--- src/rtl/bdf_pkg.sv ---
// Shared types, constants, font tables and decode functions for the big digit font renderer.
`default_nettype none

package bdf_pkg;

  // Character and cell codes
  localparam logic [7:0] CHAR_DOT    = 8'h2E;
  localparam logic [7:0] CHAR_COLON  = 8'h3A;
  localparam logic [7:0] CHAR_ZERO   = 8'h30;
  localparam logic [7:0] CHAR_NINE   = 8'h39;
  localparam logic [7:0] CHAR_C      = 8'h43;
  localparam logic [7:0] CHAR_F      = 8'h46;
  localparam logic [7:0] CHAR_L      = 8'h4C;
  localparam logic [7:0] CHAR_G      = 8'h47;
  localparam logic [7:0] CODE_BLANK  = 8'd254;
  localparam logic [7:0] CODE_SOLID  = 8'd255;
  localparam logic [3:0] GLYPH_C     = 4'd10;
  localparam logic [3:0] GLYPH_F     = 4'd11;
  localparam logic [3:0] GLYPH_L     = 4'd12;
  localparam logic [3:0] GLYPH_G     = 4'd13;
  localparam logic [3:0] GLYPH_BLANK = 4'd14;
  localparam logic [1:0] PUNCT_NONE  = 2'd0;
  localparam logic [1:0] PUNCT_DOT   = 2'd1;
  localparam logic [1:0] PUNCT_COLON = 2'd2;

  // Glyph tables, row-major within a glyph
  localparam logic [7:0] G2X2 [15][4] = '{
    '{8'd7, 8'd255, 8'd2, 8'd255}, '{8'd254, 8'd255, 8'd254, 8'd255},
    '{8'd1, 8'd6, 8'd255, 8'd3},   '{8'd1, 8'd6, 8'd3, 8'd255},
    '{8'd2, 8'd255, 8'd254, 8'd255}, '{8'd5, 8'd1, 8'd3, 8'd255},
    '{8'd5, 8'd1, 8'd2, 8'd255},   '{8'd4, 8'd6, 8'd254, 8'd255},
    '{8'd5, 8'd6, 8'd5, 8'd6},     '{8'd5, 8'd6, 8'd254, 8'd255},
    '{8'd7, 8'd4, 8'd2, 8'd3},     '{8'd255, 8'd1, 8'd255, 8'd254},
    '{8'd255, 8'd254, 8'd255, 8'd3}, '{8'd7, 8'd4, 8'd2, 8'd6},
    '{8'd254, 8'd254, 8'd254, 8'd254}
  };

  localparam logic [7:0] P2X2 [3][2] = '{
    '{8'd254, 8'd254}, '{8'd254, 8'd0}, '{8'd0, 8'd0}
  };

  localparam logic [7:0] G3X4 [15][12] = '{
    '{8'd4, 8'd1, 8'd5, 8'd255, 8'd254, 8'd255, 8'd255, 8'd254, 8'd255, 8'd6, 8'd2, 8'd7},
    '{8'd254, 8'd255, 8'd254, 8'd254, 8'd255, 8'd254,
      8'd254, 8'd255, 8'd254, 8'd254, 8'd255, 8'd254},
    '{8'd4, 8'd1, 8'd5, 8'd254, 8'd2, 8'd7, 8'd4, 8'd1, 8'd254, 8'd255, 8'd2, 8'd2},
    '{8'd4, 8'd1, 8'd5, 8'd254, 8'd2, 8'd7, 8'd254, 8'd254, 8'd5, 8'd6, 8'd2, 8'd7},
    '{8'd255, 8'd254, 8'd255, 8'd255, 8'd2, 8'd255,
      8'd254, 8'd254, 8'd255, 8'd254, 8'd254, 8'd255},
    '{8'd255, 8'd1, 8'd1, 8'd255, 8'd254, 8'd254, 8'd1, 8'd1, 8'd5, 8'd2, 8'd2, 8'd7},
    '{8'd4, 8'd1, 8'd5, 8'd255, 8'd254, 8'd254, 8'd255, 8'd1, 8'd5, 8'd6, 8'd2, 8'd7},
    '{8'd255, 8'd255, 8'd255, 8'd254, 8'd254, 8'd255,
      8'd254, 8'd254, 8'd255, 8'd254, 8'd254, 8'd255},
    '{8'd4, 8'd1, 8'd5, 8'd6, 8'd2, 8'd7, 8'd4, 8'd1, 8'd5, 8'd6, 8'd2, 8'd7},
    '{8'd4, 8'd1, 8'd5, 8'd6, 8'd2, 8'd255, 8'd254, 8'd254, 8'd255, 8'd254, 8'd254, 8'd255},
    '{8'd4, 8'd1, 8'd5, 8'd255, 8'd254, 8'd254, 8'd255, 8'd254, 8'd254, 8'd6, 8'd2, 8'd7},
    '{8'd255, 8'd255, 8'd255, 8'd255, 8'd2, 8'd2, 8'd255, 8'd254, 8'd254, 8'd255, 8'd254, 8'd254},
    '{8'd255, 8'd254, 8'd254, 8'd255, 8'd254, 8'd254,
      8'd255, 8'd254, 8'd254, 8'd255, 8'd255, 8'd255},
    '{8'd4, 8'd1, 8'd5, 8'd255, 8'd254, 8'd254, 8'd255, 8'd3, 8'd255, 8'd6, 8'd2, 8'd7},
    '{8'd254, 8'd254, 8'd254, 8'd254, 8'd254, 8'd254,
      8'd254, 8'd254, 8'd254, 8'd254, 8'd254, 8'd254}
  };

  localparam logic [7:0] P3X4 [3][4] = '{
    '{8'd254, 8'd254, 8'd254, 8'd254}, '{8'd254, 8'd254, 8'd254, 8'd0},
    '{8'd254, 8'd0, 8'd0, 8'd254}
  };

  // Payload types
  typedef struct packed {
    logic [7:0] text_char;
    logic [1:0] origin_row;
    logic [7:0] origin_col;
    logic       last_char;
  } in_item_t;

  typedef struct packed {
    logic [2:0] cell_row;
    logic [7:0] cell_col;
    logic [7:0] cell_code;
    logic       last_cell;
  } out_item_t;

  // Controller states
  typedef enum logic [1:0] {
    ST_IDLE,
    ST_STRIP,
    ST_GLYPH
  } state_e;

  // Controller to datapath
  typedef struct packed {
    logic load;
    logic emit_strip;
    logic emit_glyph;
  } bdf_cmd_t;

  // Datapath to controller
  typedef struct packed {
    logic plan_strip;
    logic glyph_pend;
    logic strip_end;
    logic glyph_end;
    logic out_free;
  } bdf_status_t;

  // Map a character to its glyph slot
  function automatic logic [3:0] glyph_idx(input logic [7:0] ch);
    logic [7:0] diff;
    diff = ch - CHAR_ZERO;
    if (ch >= CHAR_ZERO && ch <= CHAR_NINE) return diff[3:0];
    else if (ch == CHAR_C) return GLYPH_C;
    else if (ch == CHAR_F) return GLYPH_F;
    else if (ch == CHAR_L) return GLYPH_L;
    else if (ch == CHAR_G) return GLYPH_G;
    else return GLYPH_BLANK;
  endfunction

  // Map a character to its punctuation strip
  function automatic logic [1:0] punct_idx(input logic [7:0] ch);
    if (ch == CHAR_DOT) return PUNCT_DOT;
    else if (ch == CHAR_COLON) return PUNCT_COLON;
    else return PUNCT_NONE;
  endfunction

endpackage

`default_nettype wire

--- src/rtl/bdf_ctrl.sv ---
// Controller state machine: sequences the strip and glyph phases of one item.
`default_nettype none

module bdf_ctrl import bdf_pkg::*; (
  input  wire logic        clk_i,
  input  wire logic        rst_ni,
  input  wire logic        in_valid_i,
  output logic             in_ready_o,
  input  wire bdf_status_t status_i,
  output bdf_cmd_t         cmd_o
);

  state_e state_q, state_d;

  // Hold state
  always_ff @(posedge clk_i or negedge rst_ni) begin
    if (!rst_ni) begin
      state_q <= ST_IDLE;
    end else begin
      state_q <= state_d;
    end
  end

  // Next state
  always_comb begin
    state_d = state_q;
    unique case (state_q)
      ST_IDLE: begin
        if (in_valid_i) begin
          state_d = status_i.plan_strip ? ST_STRIP : ST_GLYPH;
        end
      end
      ST_STRIP: begin
        if (status_i.out_free && status_i.strip_end) begin
          state_d = status_i.glyph_pend ? ST_GLYPH : ST_IDLE;
        end
      end
      ST_GLYPH: begin
        if (status_i.out_free && status_i.glyph_end) begin
          state_d = ST_IDLE;
        end
      end
      default: state_d = ST_IDLE;
    endcase
  end

  // Outputs
  always_comb begin
    in_ready_o       = 1'b0;
    cmd_o            = '0;
    unique case (state_q)
      ST_IDLE: begin
        in_ready_o = 1'b1;
        cmd_o.load = in_valid_i;
      end
      ST_STRIP: cmd_o.emit_strip = status_i.out_free;
      ST_GLYPH: cmd_o.emit_glyph = status_i.out_free;
      default: begin
        in_ready_o = 1'b0;
      end
    endcase
  end

  // A cell is only produced into a free output register
  a_emit_free: assert property (@(posedge clk_i) disable iff (!rst_ni)
    (cmd_o.emit_strip || cmd_o.emit_glyph) |-> status_i.out_free)
    else $error("cell emitted while output register busy");

  // An accepted item always starts drawing
  a_load_leaves_idle: assert property (@(posedge clk_i) disable iff (!rst_ni)
    cmd_o.load |=> (state_q == ST_STRIP || state_q == ST_GLYPH))
    else $error("accepted item did not start drawing");

  // The last glyph cell returns to idle
  a_glyph_done: assert property (@(posedge clk_i) disable iff (!rst_ni)
    (cmd_o.emit_glyph && status_i.glyph_end) |=> state_q == ST_IDLE)
    else $error("glyph finished but controller not idle");

  // A strip that ends the item returns to idle
  a_strip_done: assert property (@(posedge clk_i) disable iff (!rst_ni)
    (cmd_o.emit_strip && status_i.strip_end && !status_i.glyph_pend)
      |=> state_q == ST_IDLE)
    else $error("strip finished item but controller not idle");

endmodule

`default_nettype wire

--- src/rtl/bdf_datapath.sv ---
// Datapath: string state, cursor, cell counters, font lookup and output register.
`default_nettype none

module bdf_datapath import bdf_pkg::*; (
  input  wire logic        clk_i,
  input  wire logic        rst_ni,
  input  wire logic        cfg_valid_i,
  input  wire logic        cfg_font_mode_i,
  input  wire in_item_t    in_data_i,
  input  wire bdf_cmd_t    cmd_i,
  output bdf_status_t      status_o,
  output logic             out_valid_o,
  input  wire logic        out_ready_i,
  output out_item_t        out_data_o
);

  logic       font_q;
  logic       seen_first_q, after_punct_q;
  logic [1:0] base_row_q;
  logic [7:0] cursor_q;
  logic [1:0] pidx_q;
  logic [3:0] gidx_q;
  logic       glyph_pend_q;
  logic [1:0] row_q, col_q;
  logic       out_valid_q;
  out_item_t  out_q;

  logic [1:0] in_pidx;
  logic       plan_strip, plan_glyph;
  logic [1:0] rows_last, cols_last;
  logic       strip_end, glyph_end;
  logic [3:0] idx3x4;
  logic [7:0] strip_code, glyph_code;
  logic [2:0] cell_row;

  // Decode the incoming item against the string state
  always_comb begin
    in_pidx    = punct_idx(in_data_i.text_char);
    plan_strip = !after_punct_q && (in_pidx != PUNCT_NONE || seen_first_q);
    plan_glyph = after_punct_q || in_pidx == PUNCT_NONE;
  end

  // Cell position within the current strip or glyph
  always_comb begin
    rows_last  = font_q ? 2'd3 : 2'd1;
    cols_last  = font_q ? 2'd2 : 2'd1;
    strip_end  = row_q == rows_last;
    glyph_end  = strip_end && col_q == cols_last;
    idx3x4     = {1'b0, row_q, 1'b0} + {2'b00, row_q} + {2'b00, col_q};
    strip_code = font_q ? P3X4[pidx_q][row_q] : P2X2[pidx_q][row_q[0]];
    glyph_code = font_q ? G3X4[gidx_q][idx3x4] : G2X2[gidx_q][{row_q[0], col_q[0]}];
    cell_row   = {1'b0, base_row_q} + {1'b0, row_q};
  end

  // Font mode register
  always_ff @(posedge clk_i or negedge rst_ni) begin
    if (!rst_ni) begin
      font_q <= 1'b0;
    end else if (cfg_valid_i) begin
      font_q <= cfg_font_mode_i;
    end
  end

  // String state, cursor and counters
  always_ff @(posedge clk_i or negedge rst_ni) begin
    if (!rst_ni) begin
      seen_first_q  <= 1'b0;
      after_punct_q <= 1'b0;
      base_row_q    <= '0;
      cursor_q      <= '0;
      pidx_q        <= PUNCT_NONE;
      gidx_q        <= GLYPH_BLANK;
      glyph_pend_q  <= 1'b0;
      row_q         <= '0;
      col_q         <= '0;
    end else if (cmd_i.load) begin
      if (!seen_first_q) begin
        base_row_q <= in_data_i.origin_row;
        cursor_q   <= in_data_i.origin_col;
      end
      pidx_q        <= in_pidx;
      gidx_q        <= glyph_idx(in_data_i.text_char);
      glyph_pend_q  <= plan_glyph;
      row_q         <= '0;
      col_q         <= '0;
      seen_first_q  <= !in_data_i.last_char;
      after_punct_q <= !in_data_i.last_char && !after_punct_q && in_pidx != PUNCT_NONE;
    end else if (cmd_i.emit_strip) begin
      if (strip_end) begin
        row_q    <= '0;
        cursor_q <= cursor_q + 8'd1;
      end else begin
        row_q <= row_q + 2'd1;
      end
    end else if (cmd_i.emit_glyph) begin
      if (glyph_end) begin
        row_q    <= '0;
        col_q    <= '0;
        cursor_q <= cursor_q + {6'd0, cols_last} + 8'd1;
      end else if (col_q == cols_last) begin
        col_q <= '0;
        row_q <= row_q + 2'd1;
      end else begin
        col_q <= col_q + 2'd1;
      end
    end
  end

  // Output valid: set on a new cell, drop once taken
  always_ff @(posedge clk_i or negedge rst_ni) begin
    if (!rst_ni) begin
      out_valid_q <= 1'b0;
    end else if (cmd_i.emit_strip || cmd_i.emit_glyph) begin
      out_valid_q <= 1'b1;
    end else if (out_ready_i) begin
      out_valid_q <= 1'b0;
    end
  end

  // Output payload
  always_ff @(posedge clk_i) begin
    if (cmd_i.emit_strip) begin
      out_q.cell_row  <= cell_row;
      out_q.cell_col  <= cursor_q;
      out_q.cell_code <= strip_code;
      out_q.last_cell <= strip_end && !glyph_pend_q;
    end else if (cmd_i.emit_glyph) begin
      out_q.cell_row  <= cell_row;
      out_q.cell_col  <= cursor_q + {6'd0, col_q};
      out_q.cell_code <= glyph_code;
      out_q.last_cell <= glyph_end;
    end
  end

  always_comb begin
    status_o.plan_strip = plan_strip;
    status_o.glyph_pend = glyph_pend_q;
    status_o.strip_end  = strip_end;
    status_o.glyph_end  = glyph_end;
    status_o.out_free   = !out_valid_q || out_ready_i;
  end

  assign out_valid_o = out_valid_q;
  assign out_data_o  = out_q;

endmodule

`default_nettype wire

--- src/rtl/big_digit_font_renderer.sv ---
// Top level of the big digit font renderer: controller, datapath and config port.
`default_nettype none

// Draws a text string, one character per input item, as large glyphs on a
// character LCD and emits one cell write (row, column, code) per output item.
// font_mode selects 2x2 glyphs (4 cells) or 3x4 glyphs (12 cells); a '.' or ':'
// becomes a one-column strip of 2 or 4 cells, and a blank strip separates glyphs,
// so one character yields 2 to 16 cells, flagged last_cell on the final one.
// One cell is produced per clock from the output register while the output side
// does not stall; the next character is taken only once the controller is back
// in idle. origin_row and origin_col are sampled on the first character of a
// string; last_char ends the string. Write font_mode only while idle.
module big_digit_font_renderer import bdf_pkg::*; (
  input  wire logic     clk_i,
  input  wire logic     rst_ni,
  input  wire logic     cfg_valid_i,
  output logic          cfg_ready_o,
  input  wire logic     cfg_font_mode_i,
  input  wire logic     in_valid_i,
  output logic          in_ready_o,
  input  wire in_item_t in_data_i,
  output logic          out_valid_o,
  input  wire logic     out_ready_i,
  output out_item_t     out_data_o
);

  bdf_cmd_t    cmd;
  bdf_status_t status;
  logic        cfg_write;

  // Config writes are always taken
  assign cfg_ready_o = 1'b1;
  assign cfg_write   = cfg_valid_i && cfg_ready_o;

  bdf_ctrl u_ctrl (
    .clk_i      (clk_i),
    .rst_ni     (rst_ni),
    .in_valid_i (in_valid_i),
    .in_ready_o (in_ready_o),
    .status_i   (status),
    .cmd_o      (cmd)
  );

  bdf_datapath u_datapath (
    .clk_i           (clk_i),
    .rst_ni          (rst_ni),
    .cfg_valid_i     (cfg_write),
    .cfg_font_mode_i (cfg_font_mode_i),
    .in_data_i       (in_data_i),
    .cmd_i           (cmd),
    .status_o        (status),
    .out_valid_o     (out_valid_o),
    .out_ready_i     (out_ready_i),
    .out_data_o      (out_data_o)
  );

endmodule

`default_nettype wire
--- config.mk ---
export PLATFORM = sky130hd
export DESIGN_NAME = big_digit_font_renderer
export DESIGN_NICKNAME = d
export VERILOG_FILES = /design/src/rtl/bdf_pkg.sv /design/src/rtl/bdf_ctrl.sv /design/src/rtl/bdf_datapath.sv /design/src/rtl/big_digit_font_renderer.sv
export SDC_FILE = /design/constraint.sdc
export NUM_CORES = 1
export LEC_CHECK = 0
export ABC_AREA = 1
export BUFFER_PORTS_ARGS = -buffer_cell sky130_fd_sc_hd__buf_2
export CAP_MARGIN = 0
export CORE_ASPECT_RATIO = 1.2
export CORE_MARGIN = 2
export CORE_UTILIZATION = 50
export CTS_BUF_LIST = sky130_fd_sc_hd__clkbuf_4 sky130_fd_sc_hd__clkbuf_8 sky130_fd_sc_hd__clkbuf_16
export CTS_CLUSTER_DIAMETER = 60
export CTS_CLUSTER_SIZE = 30
export DETAILED_ROUTE_END_ITERATION = 12
export PLACE_DENSITY = 0.81
export SLEW_MARGIN = 20
export SYNTH_ARGS = -nofsm -noshare
export SYNTH_HDL_FRONTEND = slang
export SYNTH_HIERARCHICAL = 1
export SYNTH_SLANG_ARGS = --single-unit
--- constraint.sdc ---
create_clock -name clk_i -period 2.87 [get_ports clk_i]
set_clock_uncertainty 0.15 [all_clocks]
set_input_delay 0.574 -clock clk_i [delete_from_list [all_inputs] [get_ports clk_i]]
set_output_delay 0.574 -clock clk_i [all_outputs]
set_load 0.005 [all_outputs]
# After elaboration in Yosys (flattened, before gate mapping)
# Memory sizes are Yosys's and may differ from the RTL's.
# Index checks and enable logic that the tools add are counted.
dict set report op_classes {
  n_addsub 10
  n_mul 0
  n_div 0
  order_cmp 8
  n_eq_ne 16
  shift 0
  mux 64
  bitwise 7
  reduce_logical 30
}
# operator n
set op_table {}
lappend op_table {{$mux 96} 2}
lappend op_table {{$mux 8} 17}
lappend op_table {{$mux 32} 4}
lappend op_table {{$bmux 32 s2} 1}
lappend op_table {{$mux 2} 21}
lappend op_table {{$mux 20} 2}
lappend op_table {{$bmux 16 s2} 1}
lappend op_table {{$bmux 8 s2} 2}
lappend op_table {{$bmux 8 s4} 1}
lappend op_table {{$eq 8x7->1 const B} 4}
lappend op_table {{$mux 16} 2}
lappend op_table {{$add 8x1->8 const B} 2}
lappend op_table {{$add 8x2->8} 2}
lappend op_table {{$eq 8x6->1 const B} 2}
lappend op_table {{$mux 4} 4}
lappend op_table {{$ge 5x5->1 const B} 2}
lappend op_table {{$not 4->5} 2}
lappend op_table {{$ge 3x3->1 const B} 3}
lappend op_table {{$not 2->3} 3}
lappend op_table {{$ge 8x6->1 const B} 1}
lappend op_table {{$le 8x6->1 const B} 1}
lappend op_table {{$logic_and 1x1->1} 8}
lappend op_table {{$reduce_bool 2->1} 4}
lappend op_table {{$mux 1} 6}
lappend op_table {{other kinds (23)} 38}
dict set report totals {
  regBits 47
  latchBits 0
  ram_bits 0
  mem_bits_ro 2048
  in_bits 25
  out_inout_bits 23
  word_cells 153
  n_memories 2
}
# name words word_bits rd rd_ports_with_merged_regs wr line
set mem_list {}
lappend mem_list {{(no name shown)} 16 96 1 0 0 bdf_datapath.sv:51} ;# glyph_code = font_q ? G3X4[gidx_q][idx3x4] : G2X2[gidx_q][{row_q[0], col_q[0]}];
lappend mem_list {{(no name shown)} 16 32 1 0 0 bdf_datapath.sv:51}

# Depth between registers and ports, before layout
# Gate-level depths: netlist of run 1.
dict set report depth {
  depth_word 10
  ltp_mapped 16
  mapped_depth_nobuf 15
}

# Hierarchy
# The synthesis of run 1 kept the hierarchy.
# mod instances cells_per_inst area_per_inst_um2 seq_area_each_um2
set by_module_without_submodules {}
lappend by_module_without_submodules {bdf_datapath 1 495 3529.6 1109.8}
lappend by_module_without_submodules {bdf_ctrl 1 24 160.2 50.0}
lappend by_module_without_submodules {big_digit_font_renderer 1 2 11.3 0.0}

# Worst setup path after synthesis of run 1
# Ideal clock, no wire load.
dict set report synth_timing {
  path_type {flip-flop to flip-flop}
  startpoint {register u_datapath.row_q[0]}
  endpoint {register u_datapath.out_q, in the netlist u_datapath/out_data_o[3] (data pin)}
  setup_time_ns 0.261
  arrival_time_ns 2.583
  required_ns 2.459
  path_slack_ns -0.124
  path_stages_with_launch 16
  n_path_buf 1
  synth_period_minus_slack_ns 2.994
  path_cell_list {dfrtp_1 -> buf_4 -> inv_1 -> fa_1 -> inv_1 -> ha_1 -> fa_1 -> inv_1 -> nor3_1 -> nand2_1 -> nand2_1 -> o21ai_1 -> nand2_1 -> nand2_1 -> nand2_1 -> nand2_1}
}
dict set report synth_via {
  elab_chain_cells 9
  elab_cells_between_ends 22
  classes_between {add/sub: 2; mux: 16; bitwise: 4}
}
# item line
set synth_lines {}
lappend synth_lines {{from (decl)} bdf_datapath.sv:24} ;# logic [1:0] row_q, col_q;
lappend synth_lines {{from (signal assigned)} bdf_datapath.sv:93} ;# row_q <= row_q + 2'd1;
lappend synth_lines {{from (signal assigned)} bdf_datapath.sv:102} ;# row_q <= row_q + 2'd1;
lappend synth_lines {{$add 3x2->4} bdf_datapath.sv:49} ;# idx3x4 = {1'b0, row_q, 1'b0} + {2'b00, row_q} + {2'b00, col_q};
lappend synth_lines {{$add 4x2->4} bdf_datapath.sv:49}
lappend synth_lines {{$not 4->5 (implied by the code)} bdf_datapath.sv:51}
lappend synth_lines {{$bmux 8 s4} bdf_datapath.sv:51}
lappend synth_lines {{$mux 8 (implied by the code) (2 in a row)} bdf_datapath.sv:51}
lappend synth_lines {{$mux 8} bdf_datapath.sv:51}
lappend synth_lines {{$mux 20} bdf_datapath.sv:127} ;# end else if (cmd_i.emit_glyph) begin
lappend synth_lines {{$mux 20 (*)} bdf_datapath.sv:122} ;# if (cmd_i.emit_strip) begin
lappend synth_lines {{to (decl)} bdf_datapath.sv:26} ;# out_item_t out_q;
# Every way passes the cells marked *; elsewhere a longest branch is shown, timed or not. The select of a mux whose other input is x is not followed.
# A chain may end at the register's enable or synchronous reset.

# Worst setup path after layout of run 1
dict set report layout_timing {
  startpoint {register u_datapath.row_q[1]}
  endpoint {register u_datapath.out_q, in the netlist u_datapath/out_data_o[3] (data pin)}
}
# The elaborated chain is that of the path after synthesis.

==> results of run 1 <==
[layer usage]
metal  global-route usage  vias to the layer above  part of all wire
met3               0.0351                       27             0.065
met4                0.115                        0             0.035
li1                     -                     1813                 -
met5                    0                        -                 0
met2                0.405                      172              0.49
met1                0.331                     1721              0.41
[critical path, cell delays in order (launching register included)]
cell and delay, ns:
dfrtp_1 0.36, inv_1 0.08, fa_1 0.54, inv_1 0.04, ha_2 0.19, fa_2 0.59
inv_2 0.06, nor3_2 0.10, nand2_1 0.07, nand2_1 0.06, o21ai_1 0.06, nand2_1 0.06
nand2_1 0.05, nand2_1 0.06, nand2_1 0.04
[final timing paths]
check,startpoint,to,slack (ns),cells after the start
max,u_datapath/row_q[1],u_datapath/out_data_o[3],0.10,14
min,rst_ni,u_datapath/cursor_q[1],0.13,1
max reg2reg,u_datapath/row_q[1],u_datapath/out_data_o[3],0.10,14
min reg2reg,u_datapath/pidx_q[0],u_datapath/pidx_q[0],0.38,2
max in group asynchronous,rst_ni,u_datapath/gidx_q[0],2.04,1
min in group clk_i,cfg_valid_i,u_datapath/font_q,0.34,2
[per-stage QoR]
| step | cells | area (µm²) | hold slack (ns) |
|---|---|---|---|
| after floorplan | 521 | 3720 | 0.128 |
| after global placement | 646 | 4000 | 0.353 |
| after detailed placement | 646 | 4000 | 0.348 |
| after CTS | 654 | 4110 | 0.147 |
| after global routing | 657 | 4140 | 0.173 |
| final | 657 | 4140 | 0.126 |
[final cells by class]
class	instances	share of cell area
Multi-Input combinational cell	391	0.519
Clock inverter	3	0.0106
Sequential cell	43	0.280
Inverter	59	0.0553
Tap cell	90	0.0272
Clock buffer	5	0.0166
Timing Repair Buffer	66	0.0918
[report_power, final]
group	total, mW	switching, mW	internal [mW]
clock network	0.476	0.217	0.259
registers	1.28	0.246	1.03
logic	4.01	2.54	1.47
[cell usage in the layout, fill, tap and decap left out, types with 4 or more instances in the layout]
| cell type | synthesis | final |
|---|---|---|
| nand2_1 | 132 | 132 |
| inv_1 | 51 | 49 |
| nor2_1 | 49 | 49 |
| buf_2 | 7 | 46 |
| nand3_1 | 40 | 40 |
| o21ai_0 | 31 | 30 |
| a21oi_1 | 31 | 29 |
| dfrtp_1 | 24 | 24 |
| buf_4 | 14 | 20 |
| ha_1 | 19 | 18 |
| edfxtp_1 | 16 | 16 |
| o22ai_1 | 9 | 9 |
| a31oi_1 | 8 | 8 |
| o211ai_1 | 7 | 7 |
| o21ai_2 | 7 | 7 |
| nor3_1 | 8 | 6 |
| nand4_1 | 6 | 6 |
| inv_2 | 5 | 6 |
| nand2_2 | 6 | 6 |
| clkbuf_8 | 0 | 5 |
| nand3_2 | 5 | 5 |
| nor2_2 | 4 | 4 |
| a21oi_2 | 2 | 4 |
| xor2_1 | 4 | 4 |
| fa_1 | 5 | 4 |
[state kept, by name, indices dropped and copies added, names as in the netlist]
register,count
u_ctrl/state_q,2
u_datapath/after_punct_q,1
u_datapath/base_row_q,2
u_datapath/col_q,2
u_datapath/cursor_q,8
u_datapath/font_q,1
u_datapath/gidx_q,4
u_datapath/glyph_pend_q,1
u_datapath/out_data_o,16
u_datapath/out_valid_o,1
u_datapath/pidx_q,2
u_datapath/row_q,2
u_datapath/seen_first_q,1
[cell families after synthesis]
family / count (synthesis) / synth area share
simple gates: 256 / 0.301
compound gates: 103 / 0.163
buf+inv: 87 / 0.112
flops: 43 / 0.313
fa+ha+maj: 24 / 0.0913
xor+xnor: 5 / 0.0118
mux: 2 / 0.00608
other cells: 1 / 0.00101
[timing repair]
action	CTS	global route
gates resized for setup	0	3
buffers inserted	0	3
endpoints found under the setup margin	1	2
cloned	0	0
pin swaps	1	3
==> impl_metrics.tcl, run 1 <==
set metrics [dict create \
    cts_root_buf "clkbuf_8" \
    initial_core_util 0.512 \
    vias_per_cell 5.68 \
    power.density_nw_per_um2 1390 \
    cts_hold_buf 0 \
    synthArstFlopShare 0.628 \
    grt_max_degree 28 \
    worstPathArrival_ns 2.67 \
    synth_area_leaders "dfrtp_1 (16%), nand2_1 (13%), edfxtp_1 (13%)" \
    synth_commonest_cells "nand2_1 (132), inv_1 (51), nor2_1 (49), nand3_1 (40)" \
    yosysMostFrequentCell "nand2_1" \
    rows 34 \
    sequential_cell_area_um2 1160 \
    vias 3733 \
    nets 615 \
    grt_pass1_vias 3491 \
    worst_pin_slew_ns 0.614 \
    die_x_um 82.5 \
    wire_per_inst_um 14.6 \
    synthDistinctLibCells 41 \
    clk_latency_ns 0.30 \
    peakVddDrop_mv 0.665 \
    antenna_found_initial 0 \
    rsz0062_at_grt "no" \
    die_y_um 98.2 \
    fin_util 0.573 \
    crit_fanout 4 \
    htree_levels 2 \
    syn_inst 521 \
    min_path_type "input pin to async pin" \
    area_growth_pct 11.9 \
    finalWorstSetupSlack_ns 0.105 \
    syn_area_per_cell_um2 7.10 \
    io_pins 48 \
    drcViolationCount 0 \
    syn_area_um2 3700 \
    power.total_mw 5.76 \
    period_minus_slack_ns 2.77 \
    grt_overflow 0 \
    yosysSeqAreaShare 0.313 \
    pre_cts_slack_ns 0.00498 \
    final_hold_viol_count 0 \
    cts_made_buffers 5 \
    fmax_mhz 362 \
    clock_path_buffers 2 \
    cellLeakagePower_nw 2.07 \
    first_iter_violations 440 \
    multi_input_area_um2 2150 \
    gp_congestion 0.935 \
    tns_ns 0 \
    ys_seq_elements 43 \
    synthFlopType "dfrtp_1" \
    relSlewSlack 0.590 \
    die-area_um2 8110 \
    synth_largest_area_cell "dfrtp_1" \
    worstPathRequired_ns 2.77 \
    grtUsageTotal 0.252 \
    clkSinkCount 43 \
    cts.clk_slew.worst_paths_ns 0.08 \
    min_period_over_period 0.964 \
    drive_gt1_frac 0.212 \
    ant_nets 0 \
    status "finished, final reports clean" \
    firstDrtPassIters 5 \
    maxCapViolations 0 \
    crit_path_start_kind "flop" \
    drv_slew 0 \
    antennaDiodeCount 0 \
    io_buffer_count 46 \
    synth_top_area_share 0.162 \
    cts_tree "yes" \
    wirelength_um 9610 \
    hpwl_um 7420 \
    grt_pass1_wl_um 16000 \
    fill_cells 687 \
    endpoint_kind "flop" \
    yosys_warnings 6 \
    synth_edf_count 16 \
    syn_nets 570 \
    setup_viol 0 \
    design.core.area_um2 7230 \
    crit_type "flop to flop" \
]
(Power assumes the default switching activity.)
==> inputs of run 2 (changes only) <==
--- a/config.mk
+++ b/config.mk
@@ -9,13 +9,13 @@
 export BUFFER_PORTS_ARGS = -buffer_cell sky130_fd_sc_hd__buf_2
 export CAP_MARGIN = 0
 export CORE_ASPECT_RATIO = 1.2
-export CORE_MARGIN = 2
 export CORE_UTILIZATION = 50
 export CTS_BUF_LIST = sky130_fd_sc_hd__clkbuf_4 sky130_fd_sc_hd__clkbuf_8 sky130_fd_sc_hd__clkbuf_16
 export CTS_CLUSTER_DIAMETER = 60
 export CTS_CLUSTER_SIZE = 30
 export DETAILED_ROUTE_END_ITERATION = 12
 export PLACE_DENSITY = 0.81
+export REMOVE_ABC_BUFFERS = 1
 export SLEW_MARGIN = 20
 export SYNTH_ARGS = -nofsm -noshare
 export SYNTH_HDL_FRONTEND = slang
==> impl_metrics.tcl, run 2 (same netlist as run 1, synthesis figures left out) <==
set metrics [dict create \
    critPathMostFrequentCell "nand2_1" \
    io_pins 48 \
    vias 3715 \
    grtUsageTotal 0.271 \
    finalWorstSetupSlack_ns 0.0698 \
    grt_pass1_wl_um 16200 \
    antenna_found_initial 0 \
    initial_core_util 0.515 \
    relSlewSlack 0.587 \
    final_cell_mix "nand2_1 (131), nor2_1 (49), inv_1 (48)" \
    htree_levels 2 \
    slowest_stage "fa_2" \
    cts.clk_slew.worst_paths_ns 0.09 \
    endpoint_kind "flop" \
    wl_met3_um 499 \
    cp_cell_sequence "inv_2 > fa_1 > inv_1 > ha_2 > fa_2 > inv_2 > nor3_2 > nand2_1 > nand2_1 > o21ai_1 > nand2_1 > nand2_1 > nand2_1 > nand2_1" \
    wirelength_um 9770 \
    crit_type "flop to flop" \
    grt_pass1_vias 3599 \
    cts_hold_buf 0 \
    reg2reg_slack_ns 0.07 \
    layout_commonest_cell "nand2_1" \
    tns_ns 0 \
    r2r_cells 14 \
    final_area_um2 4120 \
    worstPathArrival_ns 2.71 \
    wire_per_inst_um 14.9 \
    fin_hold_ws_ns 0.121 \
    min_period_over_period 0.976 \
    largest_reg_flops 16 \
    grt_overflow 0 \
    fmax_mhz 357 \
    clock_path_buffers 2 \
    postCtsSetupRepairBufs 0 \
    area_growth_pct 11.2 \
    die_y_um 96.2 \
    critPathBufInv 3 \
    grt_max_degree 28 \
    peakVddDrop_mv 0.803 \
    vias_per_cell 5.66 \
    pre_cts_slack_ns 0.0152 \
    period_minus_slack_ns 2.80 \
    die_x_um 80.5 \
    worstPathRequired_ns 2.78 \
    crit_fanout 4 \
    cts_tree "yes" \
    min_path_type "input pin to async pin" \
    gp_congestion 0.978 \
    drv_slew 0 \
    io_buffer_count 46 \
    rr_endpoint "u_datapath/out_data_o[3]" \
    antennaDiodeCount 0 \
    power.density_nw_per_um2 1370 \
    dr_wl_met2_um 4740 \
    rsz0062_at_grt "yes" \
    status "finished, final reports clean" \
    nets 614 \
    clk_latency_ns 0.30 \
    drcViolationCount 0 \
    die-area_um2 7750 \
    clkSinkCount 43 \
    drive_gt1_frac 0.212 \
    rows 34 \
    design.core.area_um2 7190 \
    final_hold_viol_count 0 \
    ant_nets 0 \
    firstDrtPassIters 5 \
    worstSetupStartpoint "u_datapath/row_q[1]" \
    maxCapViolations 0 \
    hpwl_um 7440 \
    slowest_delay_ns 0.63 \
    highest_layer "met4" \
    first_iter_violations 304 \
    cellLeakagePower_nw 2.04 \
    dpl_cell_area_um2 4000 \
    power.total_mw 5.62 \
    reg2reg_from "u_datapath/row_q[1]" \
    path_delay_family "adder cells" \
    crit_path_start_kind "flop" \
    m1WireLength_um 4110 \
    cts_root_buf "clkbuf_8" \
    setup_viol 0 \
    cts_made_buffers 5 \
    worst_pin_slew_ns 0.619 \
]
-- run 2: changes by cell type in the layout (fill, tap and decap cells not counted), moves of 2 or more --
| cell | delta |
|---|---|
| a21oi_1 | +2 |
| clkinvlp_4 | +2 |
| inv_2 | +2 |
| a21oi_2 | -2 |
| buf_4 | -2 |
-- run 2: where the power goes --
part / switching, mW / internal (mW)
clock: 0.226 / 0.174
sequential: 0.205 / 1.03
combinational: 2.55 / 1.44
total: 2.98 / 2.64
-- run 2: routing by layer --
layer,vias up,global-route usage
li1,1816,-
met1,1700,0.322
met2,156,0.454
met3,43,0.0436
met4,0,0.168
met5,-,0
-- run 2: cell type report --
class                   instances  area [µm²]
flip-flops and latches         43        1160
clock inverters                 3        23.8
inverters                      59         226
well taps                      90         113
multi-input cells             391        2150
clock buffers                   5        68.8
repair buffers                 65         377
fillers                       677        3070
-- run 2: what timing repair did --
action	4_1_cts	5_1_grt
endpoints found under the setup margin	1	3
pin swaps	0	4
resized for setup	1	9
hold endpoints to repair	0	0
-- run 2: through the flow --
| stage | util | std cells |
|---|---|---|
| global placement | 0.557 | 648 |
| CTS | 0.570 | 656 |
| finish | 0.572 | 656 |
| floorplan | - | 493 |
| global route | 0.572 | 656 |
| detailed placement | 0.557 | 648 |
-- run 2: worst max-delay path by stage --
stage                                    end  depth (start not counted)  slack (ns)
finish              u_datapath/out_data_o[3]                         14        0.07
floorplan           u_datapath/after_punct_q                          5       -0.19
global route        u_datapath/out_data_o[3]                         14       -0.09
CTS                 u_datapath/out_data_o[3]                         14        0.02
detailed placement  u_datapath/out_data_o[3]                         14        0.02
global placement    u_datapath/out_data_o[3]                         14        0.08
-- run 2: worst register-to-register path, cell delays in order (launching register included) --
cell	delay (ns)
dfrtp_1	0.37
inv_2	0.06
fa_1	0.54
inv_1	0.05
ha_2	0.19
fa_2	0.63
inv_2	0.07
nor3_2	0.10
nand2_1	0.07
nand2_1	0.06
o21ai_1	0.07
nand2_1	0.06
nand2_1	0.05
nand2_1	0.06
nand2_1	0.04
==> inputs of run 3 (changes only) <==
--- a/config.mk
+++ b/config.mk
@@ -16,6 +16,7 @@
 export DETAILED_ROUTE_END_ITERATION = 12
 export PLACE_DENSITY = 0.81
 export REMOVE_ABC_BUFFERS = 1
+export SETUP_SLACK_MARGIN = 0.2
 export SLEW_MARGIN = 20
 export SYNTH_ARGS = -nofsm -noshare
 export SYNTH_HDL_FRONTEND = slang
==> impl_metrics.tcl, run 3 (same netlist as run 1, synthesis figures left out) <==
set metrics [dict create \
    cts_root_buf "clkbuf_8" \
    fin_hold_ws_ns 0.118 \
    drive_gt1_frac 0.223 \
    relSlewSlack 0.591 \
    pwr-share-seq 0.213 \
    setup_viol 0 \
    die_x_um 80.5 \
    antennaDiodeCount 0 \
    min_path_type "input pin to async pin" \
    cts.clk_slew.worst_paths_ns 0.09 \
    status "finished, final reports clean" \
    crit_type "flop to flop" \
    initial_core_util 0.515 \
    grt_pass1_wl_um 16600 \
    wire_per_inst_um 15.1 \
    cts_tree "yes" \
    p_int_mw 2.73 \
    largest_reg_flops 16 \
    final_cell_mix "nand2_1 (132), nor2_1 (48), inv_1 (47)" \
    ant_nets 0 \
    p_comb_frac 0.718 \
    sequential_cell_area_um2 1160 \
    crit_path_start_kind "flop" \
    grt_max_degree 28 \
    min_period_over_period 0.955 \
    fill_cells 670 \
    crit_fanout 3 \
    fin_cells 659 \
    grtUsageTotal 0.277 \
    peakVddDrop_mv 0.845 \
    gp_congestion 0.978 \
    dp_cells 648 \
    rsz0062_at_grt "yes" \
    first_iter_violations 275 \
    endpoint_kind "flop" \
    grt_overflow 0 \
    rr_endpoint "u_datapath/out_data_o[7]" \
    nets 617 \
    power.total_mw 5.79 \
    worstPathArrival_ns 2.65 \
    cts_made_buffers 5 \
    antenna_found_initial 0 \
    design.core.area_um2 7190 \
    rows 34 \
    vias 3749 \
    drv_slew 0 \
    period_minus_slack_ns 2.74 \
    drcViolationCount 0 \
    layout_commonest_cell "nand2_1" \
    wirelength_um 9960 \
    area_growth_pct 12.5 \
    die_y_um 96.2 \
    cellLeakagePower_nw 2.06 \
    worst_pin_slew_ns 0.614 \
    hpwl_um 7440 \
    reg2reg_from "u_datapath/row_q[1]" \
    p_sw_mw 3.07 \
    firstDrtPassIters 5 \
    clk_latency_ns 0.30 \
    clock_path_buffers 2 \
    worstPathRequired_ns 2.78 \
    clkSinkCount 43 \
    power_switching_share 0.529 \
    maxCapViolations 0 \
    final_hold_viol_count 0 \
    die-area_um2 7750 \
    io_buffer_count 46 \
    reg2reg_slack_ns 0.13 \
    vias_per_cell 5.69 \
    pwr-share-clk 0.069 \
    multi_input_area_um2 2170 \
    io_pins 48 \
    r2r_cells 15 \
    power.density_nw_per_um2 1390 \
    fmax_mhz 365 \
    grt_pass1_vias 3648 \
    htree_levels 2 \
]
run 3: final cells by class:
type,count,area share
multi-input cells,391,0.521
clock inverters,3,0.00571
repair buffers,68,0.0967
clock buffers,5,0.0165
well taps,90,0.0270
flip-flops and latches,43,0.278
inverters,59,0.0544
run 3: worst max-delay path, cell delays in order (launching register included):
cell and delay, ns:
dfrtp_1 0.37, inv_2 0.06, fa_1 0.54, inv_1 0.04, ha_2 0.17, fa_2 0.58, buf_6 0.12, nor2_4 0.03
inv_2 0.06, a21oi_2 0.03, nand3_1 0.07, nand2_1 0.06, inv_1 0.07, nand2_1 0.05, nand2_1 0.06, nand2_1 0.04
run 3: how the worst max path moves through the flow:
| stage | slack (ns) | endpoint | depth (start not counted) | from |
|---|---|---|---|---|
| final | 0.13 | u_datapath/out_data_o[7] | 15 | u_datapath/row_q[1] |
| after global routing | -0.01 | u_datapath/out_data_o[7] | 14 | u_datapath/row_q[1] |
| after CTS | 0.13 | u_datapath/out_data_o[7] | 15 | u_datapath/row_q[1] |
| after detailed placement | 0.02 | u_datapath/out_data_o[3] | 14 | u_datapath/row_q[0] |
| after global placement | 0.08 | u_datapath/out_data_o[3] | 14 | u_datapath/row_q[0] |
| after floorplan | -0.19 | u_datapath/after_punct_q | 5 | in_valid_i |
run 3: metrics by stage:
step	setup WS, ns	utilization	setup TNS (ns)	instance area, µm²
global placement	0.0772	0.557	0	4000
finish	0.129	0.579	0	4170
detailed placement	0.0152	0.557	0	4000
floorplan	-0.190	-	-1.42	3510
CTS	0.129	0.577	0	4150
global route	-0.0112	0.579	-0.0112	4170
run 3: power by group through the flow:
stage | clock (mW) | sequential [mW] | combinational [mW]
after CTS | 0.409 | 1.24 | 4.01
after floorplan | 0 | 1.31 | 2.54
after global routing | 0.433 | 1.28 | 4.68
final | 0.399 | 1.23 | 4.16
after global placement | 0 | 1.23 | 3.80
after detailed placement | 0 | 1.25 | 3.82
run 3: metal layers:
metal	track usage	vias up	routed length, µm
met1	0.335	1718	4140
li1	-	1820	-
met2	0.458	170	4840
met5	0	-	0
met3	0.0455	41	550
met4	0.171	0	426
run 3: timing repair:
| action | in CTS | in global routing |
|---|---|---|
| hold buffers | 0 | 0 |
| setup endpoints to repair | 3 | 4 |
| buffers inserted | 3 | 0 |
| cloned | 0 | 0 |
| pin swaps | 10 | 2 |
| gates resized for setup | 13 | 4 |
